[config.mk]
export PLATFORM = sky130hd
export DESIGN_NAME = fcfs_schedule_timing
export DESIGN_NICKNAME = d
export VERILOG_FILES = /design/src/fst_pkg.sv /design/src/fcfs_schedule_timing.sv /design/src/fst_cell.sv /design/src/fst_timing.sv
export VERILOG_INCLUDE_DIRS = /design/src /design/src/src
export SDC_FILE = /design/constraint.sdc
export NUM_CORES = 2
export LEC_CHECK = 0
export ABC_AREA = 1
export BUFFER_PORTS_ARGS = -buffer_cell sky130_fd_sc_hd__buf_2
export CAP_MARGIN = 20
export CORE_ASPECT_RATIO = 1.25
export CORE_MARGIN = 10
export CORE_UTILIZATION = 60
export CTS_BUF_LIST = sky130_fd_sc_hd__clkbuf_4 sky130_fd_sc_hd__clkbuf_8
export DETAILED_ROUTE_END_ITERATION = 7
export PLACE_DENSITY = 0.78
export SLEW_MARGIN = 5
export SYNTH_ARGS = -nofsm -noshare
export SYNTH_HDL_FRONTEND = slang
export SYNTH_SLANG_ARGS = --single-unit
[constraint.sdc]
create_clock -name clock -period 6.4 [get_ports clock]
set_input_delay 0.64 -clock clock [delete_from_list [all_inputs] [get_ports clock]]
set_output_delay 0.64 -clock clock [all_outputs]
set_load 0.01 [all_outputs]
[src/fcfs_schedule_timing_defines.svh]
// assertion macros shared by the scheduler rtl
`ifndef FCFS_SCHEDULE_TIMING_DEFINES_SVH
`define FCFS_SCHEDULE_TIMING_DEFINES_SVH

// same-cycle implication, checked on every rising clock edge out of reset
`define FST_ASSERT_SAME(label, ante, cons) \
   label: assert property (@(posedge clock) disable iff (reset) (ante) |-> (cons)) \
      else $error("scheduler check failed");

// next-cycle implication, checked on every rising clock edge out of reset
`define FST_ASSERT_NEXT(label, ante, cons) \
   label: assert property (@(posedge clock) disable iff (reset) (ante) |=> (cons)) \
      else $error("scheduler check failed");

`endif

[src/fst_pkg.sv]
// ----------------------------------------------------------------------------
// fst_pkg
// types and constants shared by the first-come-first-served timing block
// ----------------------------------------------------------------------------
package fst_pkg;

   localparam int ID_W       = 8;
   localparam int TICK_W     = 16;
   localparam int TIME_W     = 21;
   localparam int SUM_W      = 25;
   localparam int MAX_JOBS_DEF = 16;

   // one input beat
   typedef struct packed {
      logic [ID_W-1:0]   job_id;
      logic [TICK_W-1:0] arrival_time;
      logic [TICK_W-1:0] burst_time;
      logic              last_item;
   } req_type;

   // one result beat
   typedef struct packed {
      logic [ID_W-1:0]   out_job_id;
      logic [TICK_W-1:0] out_arrival;
      logic [TICK_W-1:0] out_burst;
      logic [TIME_W-1:0] completion_time;
      logic [TIME_W-1:0] waiting_time;
      logic [TIME_W-1:0] turnaround_time;
      logic [SUM_W-1:0]  total_waiting;
      logic [SUM_W-1:0]  total_turnaround;
      logic              batch_end;
      logic              overflowed;
   } rsp_type;

   // job held by one cell of the sort chain
   typedef struct packed {
      logic [ID_W-1:0]   id;
      logic [TICK_W-1:0] arr;
      logic [TICK_W-1:0] bur;
   } job_type;

   // chain control
   typedef struct packed {
      logic insert;
      logic pop;
   } cell_ctrl_type;

   // timing unit control
   typedef struct packed {
      logic calc;
      logic acc;
      logic batch_end;
      logic overflowed;
   } timing_ctrl_type;

endpackage

[src/fcfs_schedule_timing.sv]
// after the last item, each stored job passes from the chain head through a calc and an acc
// state, and a result strobe follows each acc; busy stays high while the stored jobs are processed.
// when idle, the insertion chain sorts during loading, one job per cycle, so no sort pass follows.
// synchronous reset empties the chain and clears count, overflow flag and running totals.
// results cannot be stalled: each is shown for one cycle under rsp_strobe.
// ----------------------------------------------------------------------------
// fcfs_schedule_timing
// first-come-first-served batch scheduler: sorted chain plus timing unit
// ----------------------------------------------------------------------------
`include "fcfs_schedule_timing_defines.svh"

module fcfs_schedule_timing #(
   parameter int MAX_JOBS = fst_pkg::MAX_JOBS_DEF
) (
   input  logic             clock,
   input  logic             reset,
   input  logic             start,
   output logic             busy,
   input  fst_pkg::req_type req_data,
   output fst_pkg::rsp_type rsp_data,
   output logic             rsp_strobe
);

   localparam int CW = $clog2(MAX_JOBS + 1);

   typedef enum logic [1:0] {
      ST_LOAD,
      ST_CALC,
      ST_ACC
   } state_type;

   state_type        state_ff, state_in;
   logic [CW-1:0]    count_ff, count_in;
   logic             dropped_ff, dropped_in;

   fst_pkg::job_type          new_job;
   fst_pkg::job_type          jobs  [MAX_JOBS];
   logic                      valids[MAX_JOBS];
   logic                      shifts[MAX_JOBS];
   fst_pkg::cell_ctrl_type    cctl;
   fst_pkg::timing_ctrl_type  tctl;
   logic                      take;
   logic                      full;

   assign busy = (state_ff != ST_LOAD);
   assign take = start && !busy;
   assign full = (count_ff == CW'(MAX_JOBS));

   assign new_job.id  = req_data.job_id;
   assign new_job.arr = req_data.arrival_time;
   assign new_job.bur = req_data.burst_time;

   assign cctl.insert = take && !full;
   assign cctl.pop    = (state_ff == ST_ACC);

   assign tctl.calc       = (state_ff == ST_CALC);
   assign tctl.acc        = (state_ff == ST_ACC);
   assign tctl.batch_end  = (count_ff == CW'(1));
   assign tctl.overflowed = dropped_ff;

   // sort chain
   for (genvar i = 0; i < MAX_JOBS; i++) begin : g_cell
      fst_pkg::job_type left_job, right_job;
      logic             left_valid, left_shift, right_valid;

      if (i == 0) begin : g_head
         assign left_job   = new_job;
         assign left_valid = 1'b0;
         assign left_shift = 1'b0;
      end else begin : g_mid
         assign left_job   = jobs[i-1];
         assign left_valid = valids[i-1];
         assign left_shift = shifts[i-1];
      end

      if (i == MAX_JOBS - 1) begin : g_tail
         assign right_job   = jobs[i];
         assign right_valid = 1'b0;
      end else begin : g_body
         assign right_job   = jobs[i+1];
         assign right_valid = valids[i+1];
      end

      fst_cell u_cell (
         .clock       (clock),
         .reset       (reset),
         .ctrl        (cctl),
         .new_job     (new_job),
         .left_job    (left_job),
         .left_valid  (left_valid),
         .left_shift  (left_shift),
         .right_job   (right_job),
         .right_valid (right_valid),
         .job         (jobs[i]),
         .valid       (valids[i]),
         .shift_out   (shifts[i])
      );
   end

   // completion arithmetic on the chain head
   fst_timing u_timing (
      .clock      (clock),
      .reset      (reset),
      .tctl       (tctl),
      .head       (jobs[0]),
      .rsp_data   (rsp_data),
      .rsp_strobe (rsp_strobe)
   );

   // batch sequencing
   always_comb begin
      state_in   = state_ff;
      count_in   = count_ff;
      dropped_in = dropped_ff;
      unique case (state_ff)
         ST_LOAD: begin
            if (take) begin
               if (full) begin
                  dropped_in = 1'b1;
               end else begin
                  count_in = count_ff + CW'(1);
               end
               if (req_data.last_item) begin
                  state_in = ST_CALC;
               end
            end
         end
         ST_CALC: begin
            state_in = ST_ACC;
         end
         ST_ACC: begin
            count_in = count_ff - CW'(1);
            if (tctl.batch_end) begin
               dropped_in = 1'b0;
               state_in   = ST_LOAD;
            end else begin
               state_in = ST_CALC;
            end
         end
         default: begin
            state_in = ST_LOAD;
         end
      endcase
   end

   always_ff @(posedge clock) begin
      if (reset) begin
         state_ff   <= ST_LOAD;
         count_ff   <= '0;
         dropped_ff <= 1'b0;
      end else begin
         state_ff   <= state_in;
         count_ff   <= count_in;
         dropped_ff <= dropped_in;
      end
   end

   // checks
   `FST_ASSERT_NEXT(a_last_goes_busy, take && req_data.last_item, busy)
   `FST_ASSERT_SAME(a_end_frees, rsp_strobe && rsp_data.batch_end, !busy && count_ff == '0)
   `FST_ASSERT_SAME(a_head_valid, state_ff == ST_CALC, valids[0])
   `FST_ASSERT_SAME(a_comp_order, rsp_strobe,
                    rsp_data.completion_time >= rsp_data.turnaround_time)

endmodule

[src/fst_cell.sv]
// ----------------------------------------------------------------------------
// fst_cell
// one slot of the insertion chain: keeps jobs ordered by arrival, stable
// ----------------------------------------------------------------------------
module fst_cell (
   input  logic                   clock,
   input  logic                   reset,
   input  fst_pkg::cell_ctrl_type ctrl,
   input  fst_pkg::job_type       new_job,
   input  fst_pkg::job_type       left_job,
   input  logic                   left_valid,
   input  logic                   left_shift,
   input  fst_pkg::job_type       right_job,
   input  logic                   right_valid,
   output fst_pkg::job_type       job,
   output logic                   valid,
   output logic                   shift_out
);

   fst_pkg::job_type job_ff, job_in;
   logic             valid_ff, valid_in;

   // equal arrivals stay ahead of the new job, so only strictly later ones move
   assign shift_out = !valid_ff || (job_ff.arr > new_job.arr);

   // insert moves toward the tail, pop moves toward the head
   always_comb begin
      job_in   = job_ff;
      valid_in = valid_ff;
      if (ctrl.pop) begin
         job_in   = right_job;
         valid_in = right_valid;
      end else if (ctrl.insert && shift_out) begin
         if (left_shift) begin
            job_in   = left_job;
            valid_in = left_valid;
         end else begin
            job_in   = new_job;
            valid_in = 1'b1;
         end
      end
   end

   always_ff @(posedge clock) begin
      if (reset) begin
         valid_ff <= 1'b0;
      end else begin
         valid_ff <= valid_in;
      end
      job_ff <= job_in;
   end

   assign job   = job_ff;
   assign valid = valid_ff;

endmodule

[src/fst_timing.sv]
// ----------------------------------------------------------------------------
// fst_timing
// two-step completion, waiting and turnaround arithmetic with running totals
// ----------------------------------------------------------------------------
module fst_timing (
   input  logic                     clock,
   input  logic                     reset,
   input  fst_pkg::timing_ctrl_type tctl,
   input  fst_pkg::job_type         head,
   output fst_pkg::rsp_type         rsp_data,
   output logic                     rsp_strobe
);

   localparam int TW = fst_pkg::TIME_W;
   localparam int SW = fst_pkg::SUM_W;

   logic [TW-1:0]    prev_ff, prev_in;
   logic [SW-1:0]    sum_wait_ff, sum_wait_in;
   logic [SW-1:0]    sum_tat_ff, sum_tat_in;
   logic [TW-1:0]    start_ff, start_in;
   logic [TW-1:0]    wait_ff, wait_in;
   fst_pkg::job_type job_ff;
   fst_pkg::rsp_type rsp_ff, rsp_in;
   logic             strobe_ff;

   logic [TW-1:0] arr_ext;
   logic [TW:0]   comp_sum, tat_sum;
   logic [TW-1:0] comp, tat;
   logic [SW:0]   sw_sum, st_sum;

   // first step: service start and waiting time
   always_comb begin
      arr_ext  = TW'(head.arr);
      start_in = (prev_ff > arr_ext) ? prev_ff : arr_ext;
      wait_in  = start_in - arr_ext;
   end

   // second step: completion, turnaround and totals, all saturating
   always_comb begin
      comp_sum = {1'b0, start_ff} + (TW+1)'(job_ff.bur);
      comp     = comp_sum[TW] ? {TW{1'b1}} : comp_sum[TW-1:0];
      tat_sum  = {1'b0, wait_ff} + (TW+1)'(job_ff.bur);
      tat      = tat_sum[TW] ? {TW{1'b1}} : tat_sum[TW-1:0];
      sw_sum   = {1'b0, sum_wait_ff} + (SW+1)'(wait_ff);
      st_sum   = {1'b0, sum_tat_ff} + (SW+1)'(tat);

      rsp_in.out_job_id       = job_ff.id;
      rsp_in.out_arrival      = job_ff.arr;
      rsp_in.out_burst        = job_ff.bur;
      rsp_in.completion_time  = comp;
      rsp_in.waiting_time     = wait_ff;
      rsp_in.turnaround_time  = tat;
      rsp_in.total_waiting    = sw_sum[SW] ? {SW{1'b1}} : sw_sum[SW-1:0];
      rsp_in.total_turnaround = st_sum[SW] ? {SW{1'b1}} : st_sum[SW-1:0];
      rsp_in.batch_end        = tctl.batch_end;
      rsp_in.overflowed       = tctl.overflowed;

      // batch end returns the running state to zero
      if (tctl.batch_end) begin
         prev_in     = '0;
         sum_wait_in = '0;
         sum_tat_in  = '0;
      end else begin
         prev_in     = comp;
         sum_wait_in = rsp_in.total_waiting;
         sum_tat_in  = rsp_in.total_turnaround;
      end
   end

   always_ff @(posedge clock) begin
      if (reset) begin
         prev_ff     <= '0;
         sum_wait_ff <= '0;
         sum_tat_ff  <= '0;
         strobe_ff   <= 1'b0;
      end else begin
         strobe_ff <= tctl.acc;
         if (tctl.acc) begin
            prev_ff     <= prev_in;
            sum_wait_ff <= sum_wait_in;
            sum_tat_ff  <= sum_tat_in;
         end
      end
      if (tctl.calc) begin
         start_ff <= start_in;
         wait_ff  <= wait_in;
         job_ff   <= head;
      end
      if (tctl.acc) begin
         rsp_ff <= rsp_in;
      end
   end

   assign rsp_data   = rsp_ff;
   assign rsp_strobe = strobe_ff;

endmodule
==> impl_metrics.env <==
export IMPL_place_area_sq_um=58400
export IMPL_skew_ns=0.0496
export IMPL_power_mw=19.1
export IMPL_cp_arrival_ns=5.21
export IMPL_cap_violations=0
export IMPL_cts_sinks=973
export IMPL_totalWireLength_um=149000
export IMPL_cts_max_level=4
export IMPL_synth_seq_area_share=0.498
export IMPL_synth_area_top_cells="edfxtp_1 (46%), nand2_1 (14%), ha_1 (8.1%)"
export IMPL_critPathMaxFanout=20
export IMPL_rr_endpoint="u_timing.rsp_data[18]$_DFFE_PP_"
export IMPL_ys_warn_count=0
export IMPL_rsz0062_at_grt="false"
export IMPL_fin_ws_ns=1.80
export IMPL_fin_tns_setup_ns=0
export IMPL_clock_latency_ns=0.86
export IMPL_wl_per_cell_um=18.1
export IMPL_grt_pass1_wl_um=238000
export IMPL_synth_top_cell_area_share=0.464
export IMPL_clk_pin_slew_worst_paths_ns=0.07
export IMPL_power_density_nw_per_um2=310
export IMPL_synth_adder_area_share=0.0824
export IMPL_cts_buffer_depth=3
export IMPL_std_cell_rows=126
export IMPL_cts_buffers=157
export IMPL_timing_rr_start="u_timing.job_ff[12]$_DFFE_PN_"
export IMPL_netlist_area_sq_um=56800
export IMPL_max_freq_mhz=217
export IMPL_min_from="reset"
export IMPL_dr_pass1_iters=7
export IMPL_vias=45768
export IMPL_hold_path_class="in -> reg"
export IMPL_num_io_pins=201
export IMPL_ant_nets=0
export IMPL_power_leakage_nw=28.7
export IMPL_core_area_sq_um=94100
export IMPL_cts_root_buffer="clkbuf_8"
export IMPL_setup_viol=0
export IMPL_synth_common_cells="nand2_1 (2073), edfxtp_1 (877), inv_1 (835), o21ai_0 (705), nand3_1 (680)"
export IMPL_status="completed"
export IMPL_grt_ovfl_total=0
export IMPL_viasPerCell=5.57
export IMPL_period_share=0.718
export IMPL_criticalPathCategory="reg -> reg"
export IMPL_required_ns=7.02
export IMPL_synth_mux_area_frac=0.00159
export IMPL_hold_ws_ns=0.0784
export IMPL_async_reset_ff_frac=0
export IMPL_yosys_area_share_simple=0.226
export IMPL_worst_pin_slew_ns=1.14
export IMPL_area_growth_pct=8.43
export IMPL_fp_dieH_um=364
export IMPL_holdBufCountCts=0
export IMPL_netlist_instances=6792
export IMPL_whs_path_depth=2
export IMPL_synth_xor_area_share=0.00957
export IMPL_cts_setup_buffers=0
export IMPL_fin_area_sq_um=61500
export IMPL_start_util=0.603
export IMPL_portBuffers=200
export IMPL_ir_worst_vdd_uv=223
export IMPL_post_place_ws_ns=1.82
export IMPL_antenna_found_initial=3
export IMPL_cts_resized=0
export IMPL_finalHoldViolCount=0
export IMPL_yosysTopAreaCell="edfxtp_1"
export IMPL_reg2regPathDepth=22
export IMPL_drc=0
export IMPL_drive_gt1_frac=0.0848
export IMPL_dr_first_iter_drc_count=3766
export IMPL_gp_congestion=0.933
export IMPL_dieArea_sq_um=107000
export IMPL_synth_cell_type_count=61
export IMPL_synth_top_family_by_area="simple AND/OR/NAND/NOR gates"
export IMPL_worstSetupStartpointType="flip-flop"
export IMPL_grt_pass1_vias=45399
export IMPL_grt_max_degree=294
export IMPL_synth_avg_cell_area_sq_um=8.36
export IMPL_final_nets=7295
export IMPL_r2r_slack_ns=1.80
export IMPL_grt_util_all_layers=0.275
export IMPL_drv_slew=0
export IMPL_relSlewSlack=0.242
export IMPL_whs_endpoint="u_timing.rsp_strobe$_SDFF_PP0_"
export IMPL_synth_seq_cells=973
export IMPL_dp_hpwl_um=110000
export IMPL_min_period_ns=4.60
export IMPL_die_w_um=295
export IMPL_synthMostInstantiatedCell="nand2_1"
export IMPL_syn_nets=7207
export IMPL_synth_compound_area_frac=0.100
export IMPL_cts_tree="yes"
export IMPL_synth_top_flop_cell="edfxtp_1"
export IMPL_synth_edff_count=877
export IMPL_end_kind="flip-flop"
[placed cells by master, fill, tap and decap left out, types with 96 or more instances in the layout]
cell and instances:
a21oi_1 301, buf_2 200, clkbuf_8 169, dfxtp_1 96
edfxtp_1 877, ha_1 366, inv_1 835, nand2_1 2055
nand3_1 680, nor2_1 231, o21ai_0 705
[layer usage]
layer | up-vias | wire length, um | global-route usage
met3 | 372 | 8410 | 0.0397
met2 | 1578 | 74000 | 0.485
met4 | 0 | 7600 | 0.143
met1 | 20990 | 59000 | 0.322
li1 | 22828 | - | -
met5 | - | 0 | 0
[critical path, stage by stage, from the launching register on]
cell	delay [ns]
edfxtp_1	0.56
ha_1	0.46
nand2_1	0.13
nor2_1	0.12
inv_1	0.06
nor3_1	0.12
nand2_1	0.08
o211ai_1	0.16
nand2_1	0.08
nand2_1	0.11
nand2_1	0.37
o21ai_0	0.28
ha_1	0.34
a21oi_1	0.15
nand2_1	0.11
nand2_1	0.07
nand3_1	0.17
nand3_1	0.17
nand3_2	0.10
nand2_2	0.27
inv_2	0.19
nor2_1	0.21
inv_1	0.07
[area by class of cell]
cell class / instances / area, sq um
fillers: 7786 / 32600
flip-flops and latches: 973 / 28300
multi-input cells: 4640 / 23900
inverters: 844 / 3180
clock buffers: 229 / 2780
repair buffers: 264 / 1560
well taps: 1216 / 1520
clock inverters: 54 / 325
diodes: 3 / 7.51
[through the flow]
step	util	cells
6_report	0.654	8223
5_1_grt	0.654	8223
4_1_cts	0.653	8216
3_5_place_dp	0.620	7933
3_3_place_gp	0.620	7933
2_1_floorplan	-	6792
[sequential cells by signal (all words and copies together) (netlist names)]
register	cells
g_cell.u_cell.job	640
u_timing.rsp_data	155
u_timing.job_ff	40
u_timing.sum_tat_ff	25
u_timing.sum_wait_ff	25
u_timing.prev_ff	21
u_timing.start_ff	21
u_timing.wait_ff	21
g_cell.u_cell.valid	16
count_ff	5
state_ff	2
dropped_ff	1
u_timing.rsp_strobe	1
[worst max-delay path by stage]
| stage | start | endpoint | slack, ns |
|---|---|---|---|
| 2_1_floorplan | state_ff[1]$_SDFFE_PP0P_ | u_timing.rsp_data[0]$_DFFE_PP_ | 0.52 |
| 3_3_place_gp | u_timing.wait_ff[4]$_DFFE_PN_ | u_timing.rsp_data[20]$_DFFE_PP_ | 1.89 |
| 3_5_place_dp | u_timing.wait_ff[4]$_DFFE_PN_ | u_timing.rsp_data[18]$_DFFE_PP_ | 1.82 |
| 4_1_cts | u_timing.wait_ff[4]$_DFFE_PN_ | u_timing.rsp_data[18]$_DFFE_PP_ | 1.84 |
| 5_1_grt | u_timing.wait_ff[4]$_DFFE_PN_ | u_timing.rsp_data[18]$_DFFE_PP_ | 1.25 |
| 6_report | u_timing.job_ff[12]$_DFFE_PN_ | u_timing.rsp_data[18]$_DFFE_PP_ | 1.80 |
[cell families (layout without fill, tap and decap cells)]
logic type	Yosys count	after routing
buffers and inverters	1179	1391
multiplexers	9	9
other	0	3
XOR/XNOR	62	62
AO/OA/AOI/OAI	1095	1095
flip-flops	973	973
adder cells (fa/ha/maj)	371	371
AND/OR/NAND/NOR	3103	3103
[power by group]
group / switching (mW) / internal [mW] / leakage, nW
clock network: 2.58 / 2.81 / 1.66
registers: 0.443 / 8.34 / 9.07
logic: 3.31 / 1.62 / 17.9
(Power assumes the default switching activity.)
